[config.mk]
export PLATFORM = sky130hd
export DESIGN_NAME = key_auto_repeat_controller
export DESIGN_NICKNAME = d
export VERILOG_FILES = /design/src/kar_pkg.sv /design/src/kar_front.sv /design/src/kar_cmd_fifo.sv /design/src/kar_back.sv /design/src/key_auto_repeat_controller.sv
export VERILOG_INCLUDE_DIRS = /design/src /design/src/src
export SDC_FILE = /design/constraint.sdc
export NUM_CORES = 1
export LEC_CHECK = 0
export BUFFER_PORTS_ARGS = -buffer_cell sky130_fd_sc_hd__buf_2
export CORE_UTILIZATION = 35
export DETAILED_ROUTE_END_ITERATION = 16
export HOLD_SLACK_MARGIN = 0.03
export PLACE_DENSITY = 0.5
export REMOVE_ABC_BUFFERS = 1
export SLEW_MARGIN = 0
export SYNTH_ARGS = -nofsm -noshare
export SYNTH_HDL_FRONTEND = slang
export SYNTH_SLANG_ARGS = --single-unit
[constraint.sdc]
create_clock -name clk_i -period 9 [get_ports clk_i]
set_input_delay 1.8 -clock clk_i [delete_from_list [all_inputs] [get_ports clk_i]]
set_output_delay 1.8 -clock clk_i [all_outputs]
set_load 0.01 [all_outputs]
[src/assert_macros.svh]
// Assertion helper macros shared by the typematic controller modules.
`ifndef ASSERT_MACROS_SVH
`define ASSERT_MACROS_SVH
`ifndef SYNTHESIS
// Same-cycle implication, checked out of reset.
`define KAR_ASSERT_IMPL(lbl, clk, rstn, ante, cons) \
  lbl: assert property (@(posedge clk) disable iff (!rstn) (ante) |-> (cons)) \
    else $error("kar assertion failed");
// Next-cycle implication, checked out of reset.
`define KAR_ASSERT_NEXT(lbl, clk, rstn, ante, cons) \
  lbl: assert property (@(posedge clk) disable iff (!rstn) (ante) |=> (cons)) \
    else $error("kar assertion failed");
`else
`define KAR_ASSERT_IMPL(lbl, clk, rstn, ante, cons)
`define KAR_ASSERT_NEXT(lbl, clk, rstn, ante, cons)
`endif
`endif

[src/kar_pkg.sv]
// Types, codes and defaults for the key auto-repeat controller.
package kar_pkg;

  // Parameter defaults
  localparam int NumButtonsDef = 5;
  localparam int CountWidthDef = 16;

  // Buttons that map to an event code
  localparam int NumEvButtons = 5;

  localparam logic [15:0] RepeatDelayRst = 16'd50;

  // Request kinds
  localparam logic [1:0] REQ_KEY_DOWN = 2'd0;
  localparam logic [1:0] REQ_KEY_UP   = 2'd1;
  localparam logic [1:0] REQ_TICK     = 2'd2;
  localparam logic [1:0] REQ_QUIT     = 2'd3;

  // Key codes
  localparam logic [2:0] KEY_OTHER  = 3'd0;
  localparam logic [2:0] KEY_ESCAPE = 3'd1;
  localparam logic [2:0] KEY_LEFT   = 3'd2;
  localparam logic [2:0] KEY_RIGHT  = 3'd3;
  localparam logic [2:0] KEY_UP     = 3'd4;
  localparam logic [2:0] KEY_DOWN   = 3'd5;
  localparam logic [2:0] KEY_RETURN = 3'd6;

  // Event codes
  localparam logic [2:0] EV_LEFT       = 3'd0;
  localparam logic [2:0] EV_RIGHT      = 3'd1;
  localparam logic [2:0] EV_UP         = 3'd2;
  localparam logic [2:0] EV_DOWN       = 3'd3;
  localparam logic [2:0] EV_CLICK      = 3'd4;
  localparam logic [2:0] EV_QUIT       = 3'd5;
  localparam logic [2:0] EV_CLICK_DOWN = 3'd6;
  localparam logic [2:0] EV_CLICK_UP   = 3'd7;

  typedef struct packed {
    logic [1:0] req_type;
    logic [2:0] key_code;
    logic       flipped;
  } in_item_t;

  typedef struct packed {
    logic [2:0] event_code;
    logic       last_of_run;
  } out_item_t;

  // Commands handed from the front to the back
  typedef enum logic [2:0] {
    CMD_QUIT          = 3'd0,
    CMD_PRESS_DIR     = 3'd1,
    CMD_PRESS_CLICK   = 3'd2,
    CMD_RELEASE_DIR   = 3'd3,
    CMD_RELEASE_CLICK = 3'd4,
    CMD_TICK          = 3'd5
  } cmd_kind_e;

  typedef struct packed {
    cmd_kind_e  kind;
    logic [2:0] btn;
  } cmd_t;

endpackage

[src/kar_front.sv]
// Input side: accept items and classify them into button commands.
module kar_front (
  input  logic             push,
  output logic             full,
  input  kar_pkg::in_item_t in_item_i,
  input  logic             cmd_full_i,
  output logic             cmd_wr_o,
  output kar_pkg::cmd_t    cmd_o
);

  logic       accept;
  logic       has_cmd;
  logic       is_dir;
  logic [2:0] dir_btn;

  assign full   = cmd_full_i;
  assign accept = push && !cmd_full_i;

  // Map a direction key to its button, swapped when flipped
  assign is_dir  = in_item_i.key_code inside {[kar_pkg::KEY_LEFT:kar_pkg::KEY_DOWN]};
  assign dir_btn = (in_item_i.key_code - kar_pkg::KEY_LEFT) ^ {2'b00, in_item_i.flipped};

  // Classify; items that cause nothing are dropped here
  always_comb begin
    has_cmd    = 1'b0;
    cmd_o.kind = kar_pkg::CMD_QUIT;
    cmd_o.btn  = dir_btn;
    case (in_item_i.req_type)
      kar_pkg::REQ_KEY_DOWN: begin
        if (in_item_i.key_code == kar_pkg::KEY_ESCAPE) begin
          has_cmd    = 1'b1;
          cmd_o.kind = kar_pkg::CMD_QUIT;
        end else if (is_dir) begin
          has_cmd    = 1'b1;
          cmd_o.kind = kar_pkg::CMD_PRESS_DIR;
        end else if (in_item_i.key_code == kar_pkg::KEY_RETURN) begin
          has_cmd    = 1'b1;
          cmd_o.kind = kar_pkg::CMD_PRESS_CLICK;
          cmd_o.btn  = kar_pkg::EV_CLICK;
        end
      end
      kar_pkg::REQ_KEY_UP: begin
        if (is_dir) begin
          has_cmd    = 1'b1;
          cmd_o.kind = kar_pkg::CMD_RELEASE_DIR;
        end else if (in_item_i.key_code == kar_pkg::KEY_RETURN) begin
          has_cmd    = 1'b1;
          cmd_o.kind = kar_pkg::CMD_RELEASE_CLICK;
          cmd_o.btn  = kar_pkg::EV_CLICK;
        end
      end
      kar_pkg::REQ_TICK: begin
        has_cmd    = 1'b1;
        cmd_o.kind = kar_pkg::CMD_TICK;
      end
      default: begin
        has_cmd    = 1'b1;
        cmd_o.kind = kar_pkg::CMD_QUIT;
      end
    endcase
  end

  assign cmd_wr_o = accept && has_cmd;

endmodule

[src/kar_cmd_fifo.sv]
// Two-entry command queue between the front and the back.
`include "assert_macros.svh"
module kar_cmd_fifo (
  input  logic          clk_i,
  input  logic          rst_ni,
  input  logic          wr_i,
  input  kar_pkg::cmd_t wr_data_i,
  output logic          full_o,
  input  logic          rd_i,
  output logic          valid_o,
  output kar_pkg::cmd_t rd_data_o
);

  kar_pkg::cmd_t mem_q [2];
  logic          wr_ptr_q, wr_ptr_d;
  logic          rd_ptr_q, rd_ptr_d;
  logic [1:0]    count_q, count_d;
  logic          do_wr, do_rd;

  assign full_o    = (count_q == 2'd2);
  assign valid_o   = (count_q != 2'd0);
  assign rd_data_o = mem_q[rd_ptr_q];
  assign do_wr     = wr_i && !full_o;
  assign do_rd     = rd_i && valid_o;

  // Advance pointers and occupancy
  always_comb begin
    wr_ptr_d = do_wr ? !wr_ptr_q : wr_ptr_q;
    rd_ptr_d = do_rd ? !rd_ptr_q : rd_ptr_q;
    count_d  = count_q + {1'b0, do_wr} - {1'b0, do_rd};
  end

  always_ff @(posedge clk_i or negedge rst_ni) begin
    if (!rst_ni) begin
      wr_ptr_q <= 1'b0;
      rd_ptr_q <= 1'b0;
      count_q  <= 2'd0;
    end else begin
      wr_ptr_q <= wr_ptr_d;
      rd_ptr_q <= rd_ptr_d;
      count_q  <= count_d;
    end
  end

  // Store the written command
  always_ff @(posedge clk_i) begin
    if (do_wr) begin
      mem_q[wr_ptr_q] <= wr_data_i;
    end
  end

  `KAR_ASSERT_IMPL(a_no_overflow, clk_i, rst_ni, wr_i, !full_o)
  `KAR_ASSERT_IMPL(a_no_underflow, clk_i, rst_ni, rd_i, valid_o)
  `KAR_ASSERT_IMPL(a_count_range, clk_i, rst_ni, 1'b1, count_q != 2'd3)

endmodule

[src/kar_back.sv]
// Back end: button state, repeat countdowns, tick scan and result register.
`include "assert_macros.svh"
module kar_back #(
  parameter int NUM_BUTTONS = kar_pkg::NumButtonsDef,
  parameter int COUNT_WIDTH = kar_pkg::CountWidthDef
) (
  input  logic               clk_i,
  input  logic               rst_ni,
  input  logic               cfg_valid_i,
  output logic               cfg_ready_o,
  input  logic [15:0]        cfg_data_i,
  input  logic               cmd_valid_i,
  input  kar_pkg::cmd_t      cmd_i,
  output logic               cmd_pop_o,
  output logic               empty,
  input  logic               pop,
  output kar_pkg::out_item_t out_item_o
);

  localparam int IdxW = (NUM_BUTTONS > 1) ? $clog2(NUM_BUTTONS) : 1;
  localparam logic [31:0] CntMax = 32'((64'd1 << COUNT_WIDTH) - 64'd1);

  typedef enum logic [2:0] {
    S_IDLE  = 3'b001,
    S_EMIT2 = 3'b010,
    S_SCAN  = 3'b100
  } state_e;

  state_e                  state_q, state_d;
  logic [15:0]             delay_q;
  logic [NUM_BUTTONS-1:0]  held_q, held_d;
  logic [COUNT_WIDTH-1:0]  cnt_q [NUM_BUTTONS];
  logic [COUNT_WIDTH-1:0]  cnt_d [NUM_BUTTONS];
  logic [IdxW-1:0]         idx_q, idx_d;
  logic                    out_valid_q, out_valid_d;
  kar_pkg::out_item_t      out_q, out_d;
  logic                    out_load;
  logic                    out_free;
  logic [31:0]             delay32;
  logic [COUNT_WIDTH-1:0]  load_val;
  logic [NUM_BUTTONS-1:0]  fire;
  logic                    later_fire;
  logic [7:0]              idx8;
  logic [COUNT_WIDTH-1:0]  cur_cnt;

  assign cfg_ready_o = 1'b1;
  assign empty       = !out_valid_q;
  assign out_item_o  = out_q;
  assign out_free    = !out_valid_q || pop;

  // Reload value, saturated to the counter width
  assign delay32  = 32'(delay_q);
  assign load_val = COUNT_WIDTH'((delay32 > CntMax) ? CntMax : delay32);

  assign idx8    = 8'(idx_q);
  assign cur_cnt = cnt_q[idx_q];

  // Buttons that will emit on this tick, and whether one follows the current index
  always_comb begin
    later_fire = 1'b0;
    for (int j = 0; j < NUM_BUTTONS; j++) begin
      fire[j] = held_q[j] && (cnt_q[j] == COUNT_WIDTH'(1)) && (j < kar_pkg::NumEvButtons);
      if (j > int'(idx_q)) begin
        later_fire = later_fire | fire[j];
      end
    end
  end

  // Command sequencer
  always_comb begin
    state_d   = state_q;
    held_d    = held_q;
    cnt_d     = cnt_q;
    idx_d     = idx_q;
    out_load  = 1'b0;
    out_d     = out_q;
    cmd_pop_o = 1'b0;
    case (state_q)
      S_IDLE: begin
        if (cmd_valid_i && out_free) begin
          cmd_pop_o = 1'b1;
          case (cmd_i.kind)
            kar_pkg::CMD_QUIT: begin
              out_load = 1'b1;
              out_d    = '{event_code: kar_pkg::EV_QUIT, last_of_run: 1'b1};
            end
            kar_pkg::CMD_PRESS_DIR: begin
              for (int b = 0; b < NUM_BUTTONS; b++) begin
                if (8'(b) == 8'(cmd_i.btn)) begin
                  held_d[b] = 1'b1;
                  cnt_d[b]  = load_val;
                end
              end
              out_load = 1'b1;
              out_d    = '{event_code: cmd_i.btn, last_of_run: 1'b1};
            end
            kar_pkg::CMD_PRESS_CLICK: begin
              for (int b = 0; b < NUM_BUTTONS; b++) begin
                if (8'(b) == 8'(cmd_i.btn)) begin
                  held_d[b] = 1'b1;
                  cnt_d[b]  = '0;
                end
              end
              out_load = 1'b1;
              out_d    = '{event_code: kar_pkg::EV_CLICK, last_of_run: 1'b0};
              state_d  = S_EMIT2;
            end
            kar_pkg::CMD_RELEASE_DIR: begin
              for (int b = 0; b < NUM_BUTTONS; b++) begin
                if (8'(b) == 8'(cmd_i.btn)) begin
                  held_d[b] = 1'b0;
                end
              end
            end
            kar_pkg::CMD_RELEASE_CLICK: begin
              for (int b = 0; b < NUM_BUTTONS; b++) begin
                if (8'(b) == 8'(cmd_i.btn)) begin
                  held_d[b] = 1'b0;
                end
              end
              out_load = 1'b1;
              out_d    = '{event_code: kar_pkg::EV_CLICK_UP, last_of_run: 1'b1};
            end
            kar_pkg::CMD_TICK: begin
              idx_d   = '0;
              state_d = S_SCAN;
            end
            default: begin
            end
          endcase
        end
      end
      S_EMIT2: begin
        if (out_free) begin
          out_load = 1'b1;
          out_d    = '{event_code: kar_pkg::EV_CLICK_DOWN, last_of_run: 1'b1};
          state_d  = S_IDLE;
        end
      end
      S_SCAN: begin
        // Count down one button a cycle while the result register is free, reloading and emitting on expiry
        if (out_free) begin
          if (held_q[idx_q] && (cur_cnt != '0)) begin
            if (cur_cnt == COUNT_WIDTH'(1)) begin
              cnt_d[idx_q] = load_val;
              if (idx8 < 8'(kar_pkg::NumEvButtons)) begin
                out_load = 1'b1;
                out_d    = '{event_code: idx8[2:0], last_of_run: !later_fire};
              end
            end else begin
              cnt_d[idx_q] = cur_cnt - COUNT_WIDTH'(1);
            end
          end
          if (idx_q == IdxW'(NUM_BUTTONS - 1)) begin
            state_d = S_IDLE;
          end else begin
            idx_d = idx_q + IdxW'(1);
          end
        end
      end
      default: begin
        state_d = S_IDLE;
      end
    endcase
    out_valid_d = (out_valid_q && !pop) || out_load;
  end

  always_ff @(posedge clk_i or negedge rst_ni) begin
    if (!rst_ni) begin
      state_q     <= S_IDLE;
      delay_q     <= kar_pkg::RepeatDelayRst;
      held_q      <= '0;
      idx_q       <= '0;
      out_valid_q <= 1'b0;
      for (int b = 0; b < NUM_BUTTONS; b++) begin
        cnt_q[b] <= '0;
      end
    end else begin
      state_q     <= state_d;
      held_q      <= held_d;
      idx_q       <= idx_d;
      out_valid_q <= out_valid_d;
      cnt_q       <= cnt_d;
      if (cfg_valid_i) begin
        delay_q <= cfg_data_i;
      end
    end
  end

  // Hold the result payload
  always_ff @(posedge clk_i) begin
    if (out_load) begin
      out_q <= out_d;
    end
  end

  `KAR_ASSERT_IMPL(a_pop_in_idle, clk_i, rst_ni, cmd_pop_o, state_q == S_IDLE)
  `KAR_ASSERT_IMPL(a_scan_range, clk_i, rst_ni, state_q == S_SCAN, idx_q <= IdxW'(NUM_BUTTONS - 1))
  `KAR_ASSERT_IMPL(a_click_pending, clk_i, rst_ni, state_q == S_EMIT2, out_valid_q && (out_q.event_code == kar_pkg::EV_CLICK) && !out_q.last_of_run)
  `KAR_ASSERT_NEXT(a_result_held, clk_i, rst_ni, out_valid_q && !pop, out_valid_q && $stable(out_q))

endmodule

[src/key_auto_repeat_controller.sv]
// Top level of the typematic auto-repeat controller for five logical buttons.
//
//  channel  | handshake            | payload
//  ---------+----------------------+------------------------------------
//  input    | push / full          | in_item_i  (req_type, key_code, flipped)
//  result   | empty / pop          | out_item_o (event_code, last_of_run)
//  config   | cfg_valid_i / _ready | cfg_data_i (repeat_delay)
//
// Key and quit commands are executed by the back end from S_IDLE (click press: via S_EMIT2).
// A tick is taken as a command, then each button counter is visited in turn while the
// result register is free, through the single countdown update path in the back end.
// A two-entry command queue decouples classification from execution, and the
// result register takes a new item in the cycle the old one is popped.
// Reset clears held flags, countdowns and both queues; repeat_delay returns to 50.
module key_auto_repeat_controller #(
  parameter int NUM_BUTTONS = kar_pkg::NumButtonsDef,
  parameter int COUNT_WIDTH = kar_pkg::CountWidthDef
) (
  input  logic               clk_i,
  input  logic               rst_ni,
  input  logic               push,
  output logic               full,
  input  kar_pkg::in_item_t  in_item_i,
  output logic               empty,
  input  logic               pop,
  output kar_pkg::out_item_t out_item_o,
  input  logic               cfg_valid_i,
  output logic               cfg_ready_o,
  input  logic [15:0]        cfg_data_i
);

  logic          cmd_wr;
  kar_pkg::cmd_t cmd_in;
  logic          cmd_full;
  logic          cmd_pop;
  logic          cmd_valid;
  kar_pkg::cmd_t cmd_out;

  // Classify incoming items
  kar_front u_front (
    .push       (push),
    .full       (full),
    .in_item_i  (in_item_i),
    .cmd_full_i (cmd_full),
    .cmd_wr_o   (cmd_wr),
    .cmd_o      (cmd_in)
  );

  // Queue commands between the two halves
  kar_cmd_fifo u_fifo (
    .clk_i     (clk_i),
    .rst_ni    (rst_ni),
    .wr_i      (cmd_wr),
    .wr_data_i (cmd_in),
    .full_o    (cmd_full),
    .rd_i      (cmd_pop),
    .valid_o   (cmd_valid),
    .rd_data_o (cmd_out)
  );

  // Execute commands and produce results
  kar_back #(
    .NUM_BUTTONS (NUM_BUTTONS),
    .COUNT_WIDTH (COUNT_WIDTH)
  ) u_back (
    .clk_i       (clk_i),
    .rst_ni      (rst_ni),
    .cfg_valid_i (cfg_valid_i),
    .cfg_ready_o (cfg_ready_o),
    .cfg_data_i  (cfg_data_i),
    .cmd_valid_i (cmd_valid),
    .cmd_i       (cmd_out),
    .cmd_pop_o   (cmd_pop),
    .empty       (empty),
    .pop         (pop),
    .out_item_o  (out_item_o)
  );

endmodule
# Word level (Yosys, flattened, before mapping)
# Memories as Yosys holds them, arrays and structs flattened.
# Cells that the tools add are included.
[word_totals] n_memories=1 regBits=116 mem_bits_rw=12 elab_cells=227
[mem_list] memory="u_fifo.mem_q" depth=2 word_bits=6 read_ports=1 rd_ports_with_merged_regs=0 wr=1 line="kar_cmd_fifo.sv:14" source="kar_pkg::cmd_t mem_q [2];"
[op_classes] order_cmp=11 n_reduce_logical=45 muxes=86 addsub=5 n_bitwise=5 eq_ne=55
[ops] operator="$mux 80" count=4
[ops] operator="$pmux 80 s2" count=2
[ops] operator="$mux 16" count=14
[ops] operator="$bwmux 80" count=2
[ops] operator="$eq 16x1->1 const B" count=5
[ops] operator="$bmux 16 s3" count=1
[ops] operator="$demux 16 s3" count=1
[ops] operator="$mux 3" count=14
[ops] operator="$reduce_and 5->1" count=7
[ops] operator="$reduce_and 7->1" count=5
[ops] operator="$ne 2x1->1 const B" count=17
[ops] operator="$ne 3x2->1 const B" count=10
[ops] operator="$mux 1" count=29
[ops] operator="$mux 4" count=6
[ops] operator="$pmux 3 s2" count=3
[ops] operator="$pmux 3 s3" count=2
[ops] operator="$gt 16x16->1 const B" count=1
[ops] operator="$pmux 4 s4" count=1
[ops] operator="$reduce_bool 16->1" count=1
[ops] operator="$sub 16x1->16 const B" count=1
[ops] operator="$eq 3x3->1 const B" count=5
[ops] operator="$logic_and 1x1->1" count=13
[ops] operator="$pmux 4 s3" count=1
[ops] operator="$pmux 5 s2" count=1
[ops] operator="other kinds (40)" count=61

# Depth between registers and ports, before layout
[logic_depth] depth_word=15 mapped_depth=15 depth_no_buf=11

# Cells and area by module
# A second synthesis with hierarchy kept.
[hier_totals] cells_unflattened=764 area_unflattened_um2=7862.5
[by_module_without_submodules] module="kar_back" instances=1 cells_per_inst=701 seq_area_each_um2=2827.7 area_per_inst_um2=7026.7
[by_module_without_submodules] module="kar_cmd_fifo" instances=1 cells_per_inst=37 seq_area_each_um2=460.4 area_per_inst_um2=638.1
[by_module_without_submodules] module="kar_front" instances=1 cells_per_inst=26 seq_area_each_um2=0.0 area_per_inst_um2=197.7

# Worst setup path before layout
# Ideal clock, no wire load.
[synth_path] kind="input to register" startpoint="input port in_item_i[2] in the netlist's numbering" endpoint="memory u_fifo.mem_q[0][0] in the netlist's numbering (enable)" t_arrival_ns=3.268 slack_ns=5.379 n_path_buf=0 path_stages=6 path_cell_list="inv_1 > ha_1 > o32ai_1 > nor2_1 > a21oi_1 > nor2b_1"
[synth_via] elab_chain_cells=9 word_cells_on_any_way=13 classes_between="order compare: 2; eq/ne: 2; mux: 6; reduce/logical: 3"
[synth_rtl] item="start, declared" line="key_auto_repeat_controller.sv:23" source="input kar_pkg::in_item_t in_item_i,"
[synth_rtl] item="$ge 3x2->1 (tied with other cells)" line="kar_front.sv:20" source="assign is_dir = in_item_i.key_code inside {[kar_pkg::KEY_LEFT:kar_pkg::KEY_DOWN]};"
[synth_rtl] item="$logic_and 1x1->1 / $mux 1 (equally long branches)" line="kar_front.sv:20, kar_front.sv:36, kar_front.sv:46"
[synth_rtl] item="$mux 1" line="kar_front.sv:43" source="if (is_dir) begin"
[synth_rtl] item="$mux 1" line="kar_front.sv:30" source="if (in_item_i.key_code == kar_pkg::KEY_ESCAPE) begin"
[synth_rtl] item="$pmux 1 s2 (*)" line="kar_front.sv:28" source="case (in_item_i.req_type)"
[synth_rtl] item="$logic_and 1x1->1 (*)" line="kar_front.sv:63" source="assign cmd_wr_o = accept && has_cmd;"
[synth_rtl] item="$logic_and 1x1->1 (*)" line="kar_cmd_fifo.sv:23" source="assign do_wr = wr_i && !full_o;"
[synth_rtl] item="$mux 1 (*)" line="kar_cmd_fifo.sv:47" source="if (do_wr) begin"
[synth_rtl] item="$mux 1 (implied by the code) (*)" line="kar_cmd_fifo.sv:48" source="mem_q[wr_ptr_q] <= wr_data_i;"
[synth_rtl] item="end, declared" line="kar_cmd_fifo.sv:14"
# Mark *: on every way between the ends. The rest lies on a longest branch, timed or not.

# Worst setup path after layout
[layout_path] startpoint="register u_back.idx_q[0]" endpoint="register u_back.cnt_q[11] in the netlist's numbering"
[layout_via] elab_chain_cells=10 word_cells_on_any_way=23 classes_between="add/sub: 1; order compare: 2; eq/ne: 2; mux: 13; bitwise: 1; reduce/logical: 4"
[layout_rtl] item="start, declared" line="kar_back.sv:34" source="logic [IdxW-1:0] idx_q, idx_d;"
[layout_rtl] item="start signal, assigned" line="kar_back.sv:181" source="idx_q <= idx_d;"
[layout_rtl] item="$not 3->4 (implied by the code)" line="kar_back.sv:56, kar_back.sv:145, kar_back.sv:151"
[layout_rtl] item="$bmux 16 s3 (tied with other cells)" line="kar_back.sv:56" source="assign cur_cnt = cnt_q[idx_q];"
[layout_rtl] item="$mux 16 (implied by the code) / $logic_and 1x1->1 (equally long branches)" line="kar_back.sv:56, kar_back.sv:145, kar_back.sv:151"
[layout_rtl] item="$mux 16 (on tied branches)" line="kar_back.sv:56, kar_back.sv:145, kar_back.sv:151"
[layout_rtl] item="$sub 16x1->16 / $demux 16 s3 (equally long branches)" line="kar_back.sv:151, kar_back.sv:145"
[layout_rtl] item="$bwmux 80 (on tied branches)" line="kar_back.sv:151, kar_back.sv:145"
[layout_rtl] item="$mux 80" line="kar_back.sv:144" source="if (cur_cnt == COUNT_WIDTH'(1)) begin"
[layout_rtl] item="$mux 80" line="kar_back.sv:143" source="if (held_q[idx_q] && (cur_cnt != '0)) begin"
[layout_rtl] item="$mux 80" line="kar_back.sv:142" source="if (out_free) begin"
[layout_rtl] item="$pmux 80 s2" line="kar_back.sv:78" source="case (state_q)"
[layout_rtl] item="end signal, assigned" line="kar_back.sv:183" source="cnt_q <= cnt_d;"
[layout_rtl] item="end, declared" line="kar_back.sv:32" source="logic [COUNT_WIDTH-1:0] cnt_q [NUM_BUTTONS];"
# Several ways; a longest one is shown, not always the timed one. The select of a mux whose other input is x is not followed.
# A chain may end at the register's enable or synchronous reset.

==> results_dict.tcl <==
set metrics [dict create \
    clkLatencyLatePin_ps 430 \
    cp_slowest_cell "nor3b_2" \
    stdcell_area_mm2 0.00847 \
    reg2reg_depth 12 \
    cp_top_family "simple AND/OR/NAND/NOR gates" \
    critPathLaunch "u_back.idx_q[0]" \
    cts_made_buffers 17 \
    synth_seq_area_share_pct 43.5 \
    die_h_um 149 \
    tns_ps 0 \
    yosys_warnings 0 \
    final_layout_size_suffix_gt1_share_pct 15.9 \
    stdcell_count 1111 \
    io_pins 34 \
    gp_congestion 0.934 \
    place_hpwl_mm 18.5 \
    cap_viol_max_count 0 \
    num_antenna_cells 0 \
    setup_viol 0 \
    path_buf_inv 2 \
    antenna_left 0 \
    hold_ws_ps 504 \
    tightest_slew_ps 1340 \
    fin_crit_ps 4810 \
    hold_buffers 0 \
    initial_core_util_pct 35.8 \
    syn2layout_area_growth_pct 12.2 \
    cts_root_buf "clkbuf_16" \
    cts_tree "built" \
    final_common_cell "nor2_1" \
    clkSinkCount 128 \
    fin_worst_skew_ps 10.8 \
    grt_use_total_pct 23.8 \
    cp-end-kind "flop" \
    nets 860 \
    h-tree-depth 4 \
    ir_drop_mv 0.162 \
    drc 0 \
    crit_path_max_fanout 40 \
    drt-initial-drc-count 548 \
    cts.repair.resized 0 \
    core_area_mm2 0.0211 \
    start_kind "flop" \
    ys_ff_latch 128 \
    endpoint "u_back.cnt_q[11]" \
    crit_type "flop to flop" \
    grt_start_max_net_pins 60 \
    cp.required_ps 9320 \
    crit_path_cell_trace "buf_4 -> nor3b_2 -> nand2_1 -> o211ai_1 -> inv_1 -> ha_1 -> nor4bb_1 -> nand4_1 -> nor4_2 -> o21ai_2 -> o311ai_1 -> o21a_1" \
    antenna_found_initial 0 \
    cellPowerDensity_mw_per_mm2 395 \
    grt_pass1_wl_mm 39.1 \
    max_stage_delay_ps 980 \
    grt_pass1_vias 6582 \
    maxSlewViolCount 0 \
    synth_cells 807 \
    r2r_start "u_back.idx_q[0]" \
    relSlewSlack_pct 10.2 \
    async_flop_share_pct 87.5 \
    port_buffers 32 \
    min_period_over_period_pct 53.4 \
    routedWlPerCell_um 22.8 \
    synth_edf_count 16 \
    synth_cell_types 77 \
    routed_wl_mm 25.3 \
    synth.avg_cell_area_um2 9.36 \
    placed_cell_area_mm2 0.00794 \
    layout_common_cells "120 x nor2_1, 108 x dfrtp_1, 91 x a21oi_1, 51 x nand2_1, 37 x a22oi_1" \
    synth_flop_cell "dfrtp_1" \
    netlist_area_mm2 0.00755 \
    rsz0062_at_grt "false" \
    holdCritStartpoint "u_fifo.wr_ptr_q" \
    r2r_slack_ps 4190 \
    grt_overflow_total 0 \
    fillerInstances 2107 \
    die_width_um 149 \
    reg2reg_to "u_back.cnt_q[11]" \
    register_area_mm2 0.00329 \
    vias_per_cell 5.99 \
    dr.pass1.iters 6 \
    status "complete, no violations" \
    clkSlewWorstSetupHoldPaths_ps 60 \
    die_area_mm2 0.0222 \
    worstPathArrival_ps 5130 \
    ctsLongestPathBuffers 2 \
    min_path_type "flop to flop" \
    multiInputGateArea_mm2 0.00399 \
    timing.fmax_ghz 0.208 \
    placed_cells 1079 \
    vias 6654 \
    hold_violations 0 \
    p_leak_nw 3.29 \
    path_depth 12 \
    rows 53 \
    post_cts_buffers 0 \
]
## state kept, by name, indices dropped and copies added (netlist names), 2 cells and up
name	count
u_fifo.mem_q	12
u_back.held_q	5
u_back.idx_q	3
u_back.out_item_o	4
u_back.state_q	3
u_back.cnt_q	80
u_fifo.count_q	2
u_back.delay_q	16
## worst min path at each step
stage | endpoint | slack [ps] | cells after the start
2_1_floorplan | u_fifo.wr_ptr_q | 460 | 1
3_3_place_gp | u_back.cnt_q[75] | 480 | 1
3_5_place_dp | u_fifo.wr_ptr_q | 500 | 1
4_1_cts | u_fifo.wr_ptr_q | 510 | 1
5_1_grt | u_fifo.wr_ptr_q | 530 | 1
6_report | u_fifo.wr_ptr_q | 500 | 1
## cells by family (layout without fill, tap and decap cells)
logic type | after synthesis | in the layout | share of synthesized area, %
simple gates | 280 | 280 | 17.8
compound gates | 256 | 256 | 23.5
flops | 128 | 128 | 43.5
buf+inv | 64 | 93 | 3.89
mux | 53 | 53 | 7.85
xor+xnor | 15 | 15 | 1.74
fa+ha+maj | 10 | 10 | 1.66
other cells | 1 | 1 | 0.0496
## layer usage
metal | wire [um] | global-route usage [%]
met1 | 11700 | 32.6
met2 | 11500 | 36.9
met3 | 1400 | 4.71
met4 | 779 | 9.39
met5 | 0 | 0
## cell type report
class | count | area share (%)
Sequential cell | 128 | 38.8
Clock inverter | 14 | 1.24
Tap cell | 275 | 4.06
Inverter | 17 | 0.753
Multi-Input combinational cell | 615 | 47.1
Clock buffer | 18 | 5.06
Timing Repair Buffer | 44 | 2.98
## worst reg2reg max path, cell delays in order (launching register included)
cell      delay, ps
dfrtp_1         360
buf_4           300
nor3b_2        1020
nand2_1         140
o211ai_1        290
inv_1           260
ha_1            320
nor4bb_1        150
nand4_1         290
nor4_2          180
o21ai_2         950
o311ai_1        270
o21a_1          180
## cell usage after synthesis (6+ instances only)
cell type | n | area, um^2
nor2_1 | 120 | 450
dfrtp_1 | 108 | 2700
a21oi_1 | 91 | 455
nand2_1 | 51 | 191
a22oi_1 | 37 | 278
clkbuf_1 | 25 | 93.8
mux2_2 | 25 | 282
a2bb2oi_1 | 22 | 193
mux2i_1 | 21 | 210
nand3_1 | 20 | 100
o21ai_0 | 17 | 85.1
edfxtp_1 | 16 | 480
buf_2 | 15 | 75.1
inv_1 | 15 | 56.3
a31oi_1 | 14 | 87.6
nor4_1 | 14 | 87.6
nor3_1 | 12 | 60.1
or3_1 | 12 | 75.1
xnor2_1 | 11 | 96.3
ha_1 | 10 | 125
nand2b_1 | 9 | 56.3
a32oi_1 | 7 | 61.3
nand4_1 | 6 | 37.5
## per-stage QoR
stage | setup WS [ps] | total power, mW | util [%]
after CTS | 4320 | 3.33 | 40.2
after global placement | 4410 | 2.68 | 37.7
after global routing | 3870 | 3.55 | 40.2
after floorplan | 4530 | 2.15 | -
after detailed placement | 4330 | 2.69 | 37.7
final | 4190 | 3.34 | 40.2
## power breakdown
group | internal (mW) | leakage [nW] | switching, mW | total, mW
registers | 0.846 | 1.43 | 0.238 | 1.08
logic | 0.611 | 1.61 | 1.01 | 1.62
clock network | 0.356 | 0.260 | 0.283 | 0.639
(Power assumes the default switching activity.)
